--- config.mk ---
export PLATFORM = sky130hd
export DESIGN_NAME = arcss_div
export DESIGN_NICKNAME = d
export VERILOG_FILES = /design/src/rtl/core/arcss_pkg.sv /design/src/rtl/core/arcss_div.sv
export SDC_FILE = /design/constraint.sdc
export NUM_CORES = 1
export LEC_CHECK = 0
export BUFFER_PORTS_ARGS = -buffer_cell sky130_fd_sc_hd__buf_4
export CAP_MARGIN = 15
export CORE_UTILIZATION = 30
export DETAILED_ROUTE_END_ITERATION = 8
export SYNTH_ARGS = -nofsm -noshare
export SYNTH_HDL_FRONTEND = slang
export SYNTH_SLANG_ARGS = --single-unit
--- constraint.sdc ---
create_clock -name clock -period 8.9 [get_ports clock]
set_input_delay 2.67 -clock clock [delete_from_list [all_inputs] [get_ports clock]]
set_output_delay 2.67 -clock clock [all_outputs]
set_load 0.05 [all_outputs]
--- src/rtl/core/arcss_pkg.sv ---
`timescale 1ns / 1ps
// ----------------------------------------------------------------------------
// arcss_pkg
// Types, microcode and coefficient helpers shared by the arcsin series block.
// ----------------------------------------------------------------------------
package arcss_pkg;

   localparam int X_W     = 31;   // argument width, signed Q1.FRAC
   localparam int IDX_W   = 6;    // term count and term index width
   localparam int SUM_W   = 32;   // partial sum width
   localparam int COEF_W  = 14;   // holds (2i-1)^2 and 2i(2i+1) for any 6-bit index
   localparam int PC_W    = 4;

   typedef enum logic [3:0] {
      OP_NOP,
      OP_LOAD,
      OP_SQUARE,
      OP_X2,
      OP_MUL_MAG,
      OP_MUL_COEF,
      OP_DIV_LOAD,
      OP_DIV_STEP,
      OP_ACC
   } op_type;

   typedef enum logic [2:0] {
      COND_NEXT,
      COND_NO_REQ,
      COND_DIV_BUSY,
      COND_DONE,
      COND_MORE,
      COND_ALWAYS
   } cond_type;

   typedef struct packed {
      op_type               op;
      cond_type             cond;
      logic                 emit;
      logic [PC_W-1:0]      target;
   } ctrl_word_type;

   typedef struct packed {
      logic load;
      logic step;
   } div_ctrl_type;

   localparam logic [PC_W-1:0] PC_IDLE = 4'd0;
   localparam logic [PC_W-1:0] PC_TERM = 4'd3;
   localparam logic [PC_W-1:0] PC_DIV  = 4'd6;

   // microcode program, one control word per step
   function automatic ctrl_word_type ucode(input logic [PC_W-1:0] pc);
      ctrl_word_type w;
      w = '{op: OP_NOP, cond: COND_ALWAYS, emit: 1'b0, target: PC_IDLE};
      unique case (pc)
         4'd0: w = '{op: OP_LOAD,     cond: COND_NO_REQ,   emit: 1'b0, target: PC_IDLE};
         4'd1: w = '{op: OP_SQUARE,   cond: COND_NEXT,     emit: 1'b0, target: PC_IDLE};
         4'd2: w = '{op: OP_X2,       cond: COND_DONE,     emit: 1'b1, target: PC_IDLE};
         4'd3: w = '{op: OP_MUL_MAG,  cond: COND_NEXT,     emit: 1'b0, target: PC_IDLE};
         4'd4: w = '{op: OP_MUL_COEF, cond: COND_NEXT,     emit: 1'b0, target: PC_IDLE};
         4'd5: w = '{op: OP_DIV_LOAD, cond: COND_NEXT,     emit: 1'b0, target: PC_IDLE};
         4'd6: w = '{op: OP_DIV_STEP, cond: COND_DIV_BUSY, emit: 1'b0, target: PC_DIV};
         4'd7: w = '{op: OP_ACC,      cond: COND_NEXT,     emit: 1'b0, target: PC_IDLE};
         4'd8: w = '{op: OP_NOP,      cond: COND_MORE,     emit: 1'b1, target: PC_TERM};
         default: w = '{op: OP_NOP,   cond: COND_ALWAYS,   emit: 1'b0, target: PC_IDLE};
      endcase
      return w;
   endfunction

   // (2i-1)^2
   function automatic logic [COEF_W-1:0] coef_num(input logic [IDX_W-1:0] i);
      logic [COEF_W-1:0] t;
      t = COEF_W'({i, 1'b0}) - COEF_W'(1);
      return COEF_W'(t * t);
   endfunction

   // 2i(2i+1)
   function automatic logic [COEF_W-1:0] coef_den(input logic [IDX_W-1:0] i);
      logic [COEF_W-1:0] t;
      t = COEF_W'({i, 1'b0});
      return COEF_W'(t * (t + COEF_W'(1)));
   endfunction

endpackage

--- src/rtl/core/arcss_div.sv ---
`timescale 1ns / 1ps
// ----------------------------------------------------------------------------
// arcss_div
// Restoring unsigned divider, two quotient bits per cycle while step is held, truncating.
// ----------------------------------------------------------------------------
module arcss_div #(
   parameter int DVD_W = 46,
   parameter int DIV_W = 14
) (
   input  logic                       clock,
   input  logic                       reset,
   input  arcss_pkg::div_ctrl_type    ctrl,
   input  logic [DVD_W-1:0]           dividend,
   input  logic [DIV_W-1:0]           divisor,
   output logic [DVD_W-1:0]           quotient,
   output logic                       last_step
);
   import arcss_pkg::*;

   localparam int STEPS = DVD_W / 2;
   localparam int CNT_W = (STEPS > 1) ? $clog2(STEPS) : 1;
   localparam logic [CNT_W-1:0] CNT_LAST = CNT_W'(STEPS - 1);

   logic [DVD_W-1:0] dvd_ff, dvd_in;
   logic [DIV_W-1:0] rem_ff, rem_in;
   logic [CNT_W-1:0] cnt_ff, cnt_in;
   logic [DIV_W-1:0] r;
   logic [DVD_W-1:0] d;
   logic [DIV_W:0]   trial;

   // two dependent restoring steps, quotient bits shift in at the bottom
   always_comb begin
      r = rem_ff;
      d = dvd_ff;
      trial = '0;
      for (int k = 0; k < 2; k++) begin
         trial = {r, d[DVD_W-1]};
         d = {d[DVD_W-2:0], 1'b0};
         if (trial >= {1'b0, divisor}) begin
            r = DIV_W'(trial - {1'b0, divisor});
            d[0] = 1'b1;
         end else begin
            r = trial[DIV_W-1:0];
         end
      end
   end

   always_comb begin
      dvd_in = dvd_ff;
      rem_in = rem_ff;
      cnt_in = cnt_ff;
      if (ctrl.load) begin
         dvd_in = dividend;
         rem_in = '0;
         cnt_in = '0;
      end else if (ctrl.step) begin
         dvd_in = d;
         rem_in = r;
         cnt_in = (cnt_ff == CNT_LAST) ? cnt_ff : cnt_ff + CNT_W'(1);
      end
   end

   always_ff @(posedge clock) begin
      if (reset) begin
         cnt_ff <= '0;
      end else begin
         cnt_ff <= cnt_in;
      end
      dvd_ff <= dvd_in;
      rem_ff <= rem_in;
   end

   assign quotient  = dvd_ff;
   assign last_step = (cnt_ff == CNT_LAST);

endmodule

### After elaboration in Yosys (flattened, before gate mapping)

Index checks and enable logic that the tools add are counted.

| storage, ports and cells | value |
|---|---|
| flip-flop bits (word level) | 65 |
| memory bits (writable) | 0 |
| memories kept | 0 |
| latch bits | 0 |
| memory bits (read-only) | 0 |

| operators by class | value |
|---|---|
| shift operators | 0 |
| magnitude comparators | 2 |
| divide/modulo/power cells | 0 |
| multiplexer cells | 6 |
| multipliers | 0 |
| bitwise gates (word level) | 1 |
| eq/ne operators | 1 |
| reduce and logical (&&, ||, !) cells | 3 |
| $add $sub $neg | 3 |

Operator list:

| operator | count |
|---|---|
| $mux W46 | 2 |
| $ge A15 B14 Y1 | 2 |
| $mux W14 | 2 |
| $sub A14 B14 Y14 | 2 |
| $add A5 B1 Y5 const B | 1 |
| $eq A5 B5 Y1 const B | 1 |
| $mux W1 | 2 |
| $reduce_and A2 Y1 | 1 |
| $reduce_bool A2 Y1 | 1 |
| $reduce_or A2 Y1 | 1 |
| $not A1 Y1 | 1 |

### Logic depth before layout (Yosys ltp)

| logic depth | value |
|---|---|
| word-level depth | 6 |
| depth in mapped cells | 20 |
| depth with buffers taken out | 19 |

### Worst setup path after synthesis

No wires, ideal clock.

| timing path | value |
|---|---|
| kind | input to register |
| from | in divisor[11] |
| to | reg dvd_ff[0] (netlist: quotient[0]), data pin |
| arrival time | 6.246 ns |
| setup time | 0.260 ns |
| buffers on the path | 2 |
| path slack | 2.394 ns |
| cell stages on the path | 18 |
| cell sequence | inv_1 -> ha_1 -> buf_2 -> a211oi_1 -> a21oi_1 -> a2111oi_4 -> o21ai_2 -> buf_2 -> mux2_2 -> ha_1 -> a21oi_1 -> nor3b_1 -> a211o_1 -> a21oi_2 -> o21ai_2 -> a221oi_4 -> nand2_1 -> mux2_2 |

| between the ends | value |
|---|---|
| cells in the longest elaborated chain, start to end | 6 |
| elaborated cells between the ends (all ways) | 7 |

Ends and longest elaborated chain:

| item | line | RTL |
|---|---|---|
| start, declared | arcss_div.sv:14 | `input logic [DIV_W-1:0] divisor,` |
| $sub A14 B14 Y14 or $ge A15 B14 Y1 (tied branches) | arcss_div.sv:40, arcss_div.sv:39 |  |
| $mux W14 | arcss_div.sv:39 | `if (trial >= {1'b0, divisor}) begin` |
| $ge A15 B14 Y1 (*) | arcss_div.sv:39 |  |
| $mux W1 (*) | arcss_div.sv:39 |  |
| $mux W46 (*) | arcss_div.sv:56 | `end else if (ctrl.step) begin` |
| $mux W46 (*) | arcss_div.sv:52 | `if (ctrl.load) begin` |
| net dvd_in[0] | arcss_div.sv:24 | `logic [DVD_W-1:0] dvd_ff, dvd_in;` |
| end signal, assigned | arcss_div.sv:69 | `dvd_ff <= dvd_in;` |
| end, declared | arcss_div.sv:24 |  |

Mark *: on every way through the listed nets, which the timed path passes. The rest lies on a longest branch. The select of a mux whose other input is x is not followed.
A chain may end at the register's enable or synchronous reset.

### Final worst setup path

Ends and elaborated chain as after synthesis.

==> tab_implementation.tex <==
\begin{tabular}{lr}
\hline
Metric & Value \\
\hline
\multicolumn{2}{l}{\textbf{Status}} \\
\quad Outcome & complete, no violations \\
\multicolumn{2}{l}{\textbf{CTS}} \\
\quad Clock insertion delay at the later pin of the skew report & 0.32 ns \\
\quad Worst-path clk slew & 0.06 ns \\
\quad Number of setup buffers added after CTS & 0 \\
\quad CTS H-tree depth & 3 \\
\quad \# resized after CTS & 0 \\
\quad Quantity of hold-fixing buffers added after cts & 0 \\
\quad CTS sink count & 65 \\
\quad Clock tree from TritonCTS & built \\
\quad Buffer type at the clock tree root & clkbuf\_16 \\
\quad Total clock buffers created by CTS & 9 \\
\quad Maximum clock insertion buffer count & 2 \\
\multicolumn{2}{l}{\textbf{Power and ir drop}} \\
\quad Worst VDD drop & 0.155 mV \\
\quad Leakage & 2.37 nW \\
\quad P per Cell Area & 349 nW/um\^{}2 \\
\multicolumn{2}{l}{\textbf{Cells and area}} \\
\quad Post-Route Utilization & 0.401 \\
\quad Total non-filler cell area in the finished layout & 5660 um\^{}2 \\
\quad Share of layout cells above drive strength 1 & 0.367 \\
\quad Synthesis-to-finish area growth & 28.8\% \\
\quad Net total in the final layout & 619 \\
\quad Count of antenna diodes in the layout & 0 \\
\multicolumn{2}{l}{\textbf{Worst setup path}} \\
\quad Worst Path Required & 8.97 ns \\
\quad Worst-path cell with the longest stage delay & o21ai\_2 \\
\quad Crit start category & input port \\
\quad Worst EP arrival & 7.47 ns \\
\quad Crit path capture type & flip-flop \\
\quad Worst reg2reg setup slack & 3.63 ns \\
\quad Reg2Reg Capture Point & quotient[0]\$\_DFFE\_PP\_ \\
\quad Largest fanout on the critical path & 23 \\
\quad Critical Path, Cell by Cell & buf\_4 > inv\_1 > ha\_1 > nand3\_1 > or3\_1 > o21ai\_2 > mux2\_2 > ha\_1 > a21oi\_1 > nor3b\_1 > a211o\_1 > a21oi\_2 > o21ai\_2 > a221oi\_4 > nand2\_1 > mux2\_2 \\
\quad Worst r2r path cells & 14 \\
\quad Stage delay of the slowest cell on the critical path & 0.76 ns \\
\quad Cell family contributing the most delay on the critical path & compound AO/OA/AOI/OAI gates \\
\quad Number of buffers and inverters on the critical path & 2 \\
\quad FF-to-FF Start & rem\_ff[10]\$\_SDFFE\_PP0P\_ \\
\quad Class of the most critical setup path & in -> reg \\
\quad Critical Path Stages & 16 \\
\multicolumn{2}{l}{\textbf{Logic synthesis}} \\
\quad Flops \& latches, synth & 65 \\
\quad FFs w/ async S/R, synth & 0 \\
\quad Number of flops mapped to enable cells by yosys & 46 \\
\quad Gate Count Post-Synth & 419 \\
\quad Total nets after synthesis & 515 \\
\quad Total number of yosys warnings & 0 \\
\quad Number of library cell types mapped by synthesis & 56 \\
\quad Post-synth top flop & edfxtp\_1 \\
\quad Mean area per synthesized cell & 10.5 um\^{}2 \\
\quad Portion of the post-synthesis area used by sequential elements & 0.401 \\
\quad Synthesized cell area & 4390 um\^{}2 \\
\multicolumn{2}{l}{\textbf{Routing}} \\
\quad DRT Pass-1 Iters & 4 \\
\quad Drt wl/cell & 16.2 um \\
\quad Total via count in the routed design & 3636 \\
\quad Number of design-rule violations left by the first detailed-router iteration & 153 \\
\quad Final Routed Wirelength & 11500 um \\
\quad Number of nets with antenna violations after detailed routing & 0 \\
\quad Total DRC errors in the routed layout & 0 \\
\quad Via-to-Cell Ratio & 5.14 \\
\multicolumn{2}{l}{\textbf{Flow run}} \\
\quad Maximum Capacitance Violations & 0 \\
\multicolumn{2}{l}{\textbf{Die}} \\
\quad Number of core rows & 43 \\
\quad Die height & 123 um \\
\quad Starting density of the core & 0.311 \\
\quad Core Box Area & 14100 um\^{}2 \\
\quad Width of the die & 123 um \\
\quad I/O Pins & 111 \\
\quad Die Outline Area & 15100 um\^{}2 \\
\multicolumn{2}{l}{\textbf{Global routing}} \\
\quad Global-route wire length before repair & 17900 um \\
\quad Pin count of the biggest net entering global routing & 62 \\
\quad Overall overflow remaining after global route & 0 \\
\quad Initial antenna violation count & 0 \\
\quad GR Util All Layers & 0.157 \\
\quad Vias in the first global route & 3623 \\
\multicolumn{2}{l}{\textbf{Timing}} \\
\quad RSZ-0062 raised after global routing & no \\
\quad Count of pins over their slew limit & 0 \\
\quad Final critical-path share of the clock period & 0.831 \\
\quad Worst slew pin tran & 0.976 ns \\
\quad Final setup viols & 0 \\
\quad Worst slew margin relative to its limit & 0.349 \\
\quad Setup tns final & 0 ns \\
\quad Final critical path time including I/O delays and setup & 7.40 ns \\
\quad Top achievable clock speed & 0.135 GHz \\
\quad Min Hold Slack & 0.513 ns \\
\quad Skew final & 0.00577 ns \\
\quad Final hold vios & 0 \\
\multicolumn{2}{l}{\textbf{Min path}} \\
\quad Number of stages on the worst hold path & 2 \\
\quad Hold Path End & rem\_ff[11]\$\_SDFFE\_PP0P\_ \\
\quad Startpoint of the worst hold path & rem\_ff[11]\$\_SDFFE\_PP0P\_ \\
\quad Worst Hold Class & reg -> reg \\
\multicolumn{2}{l}{\textbf{Place}} \\
\quad Post-detail-place hpwl & 8650 um \\
\quad Placed Area & 5350 um\^{}2 \\
\quad Global placement routability congestion & 0.870 \\
\quad Count of buffers from port buffering & 110 \\
\hline
\end{tabular}
[worst max path at each step]
stage                             to   startpoint  slack [ns]
2_1_floorplan  quotient[0]$_DFFE_PP_  divisor[11]        2.39
3_3_place_gp   quotient[0]$_DFFE_PP_  divisor[11]        1.37
3_5_place_dp   quotient[0]$_DFFE_PP_  divisor[11]        1.22
4_1_cts        quotient[0]$_DFFE_PP_  divisor[11]        1.54
5_1_grt        quotient[0]$_DFFE_PP_  divisor[11]        1.17
6_report       quotient[0]$_DFFE_PP_  divisor[11]        1.50
[logic make-up (layout without fill, tap and decap cells)]
| family | Yosys count | after routing | share of synthesized area |
|---|---|---|---|
| xor+xnor | 23 | 23 | 0.0459 |
| simple gates | 107 | 107 | 0.116 |
| mux | 53 | 53 | 0.136 |
| flops | 65 | 65 | 0.401 |
| compound gates | 98 | 98 | 0.165 |
| fa+ha+maj | 32 | 32 | 0.0946 |
| buf+inv | 41 | 150 | 0.0413 |
[flip-flops by register name (all words and copies together) (netlist names)]
register and flops:
cnt_ff 5, rem_ff 14, quotient 46
[routing by layer]
metal  part of all wire  GRT usage  vias to the layer above
met1               0.45      0.195                     1708
met5                  0          0                        -
met3              0.079     0.0503                       18
met4              0.024     0.0686                        0
li1                   -          -                     1771
met2               0.45      0.247                      139
[worst register-to-register path: stages (launching register included)]
cell and delay (ns):
dfxtp_1 0.33, ha_1 0.42, nand3_1 0.16, or3_1 0.38, o21ai_2 0.76, mux2_2 0.43
ha_1 0.36, a21oi_1 0.27, nor3b_1 0.09, a211o_1 0.28, a21oi_2 0.18, o21ai_2 0.13
a221oi_4 0.60, nand2_1 0.28, mux2_2 0.34
[layout make-up]
cell class | instances | area, um^2
timing repair buffer | 111 | 846
multi-input combinational | 313 | 2450
tap | 180 | 225
fill | 1378 | 8440
clock inverter | 6 | 58.8
clock buffer | 10 | 229
sequential | 65 | 1760
inverter | 23 | 86.3
[cell usage after synthesis (2+ instances only)]
library cell,number,area [um^2]
edfxtp_1,46,1380
o21ai_2,2,17.5
o21a_1,2,15.0
inv_1,22,82.6
o21ai_0,17,85.1
a211oi_1,6,45.0
or3_2,2,15.0
or3_1,2,12.5
ha_1,30,375
dfxtp_1,19,380
o21ai_1,4,20.0
xor2_1,10,87.6
xnor2_1,13,114
nand2_1,19,71.3
a211o_1,2,17.5
a31oi_1,4,25.0
nor2_1,39,146
mux2_2,51,574
a21oi_1,26,130
nor4_1,5,31.3
a21o_1,7,52.6
nor3_1,8,40.0
clkbuf_1,10,37.5
a311oi_1,7,61.3
buf_6,3,33.8
nand3_1,15,75.1
nor2b_1,3,18.8
nand4_1,4,25.0
a2111oi_2,3,45.0
fa_1,2,40.0
nand2b_1,4,25.0
o211ai_1,5,37.5
buf_2,4,20.0
[through the flow]
step / instances / power (mW) / worst slack (ns)
2_1_floorplan: 419 / 1.37 / 2.39
6_report: 708 / 1.97 / 1.50
3_5_place_dp: 691 / 1.62 / 1.22
4_1_cts: 707 / 1.97 / 1.54
3_3_place_gp: 691 / 1.61 / 1.37
5_1_grt: 708 / 2.11 / 1.17
[layout by cell type, fill, tap and decap left out, drive strengths merged, types with 5 or more instances in the layout]
master,netlist,final
a21o,7,7
nand3,15,15
a311oi,8,8
edfxtp,46,46
buf,8,111
xnor2,13,13
clkbuf,10,10
nor3,8,8
o21ai,23,23
nor4,5,5
ha,30,30
inv,23,23
nor2,40,40
o211ai,5,5
nand2,19,19
mux2,52,52
xor2,10,10
a21oi,27,27
a2111oi,5,5
a211oi,6,6
dfxtp,19,19
[where the power goes]
group | total, mW | internal, mW | switching [mW]
logic | 1.19 | 0.476 | 0.718
clock network | 0.343 | 0.215 | 0.128
registers | 0.436 | 0.388 | 0.0475
No activity file was read; power rests on OpenSTA's default activity.
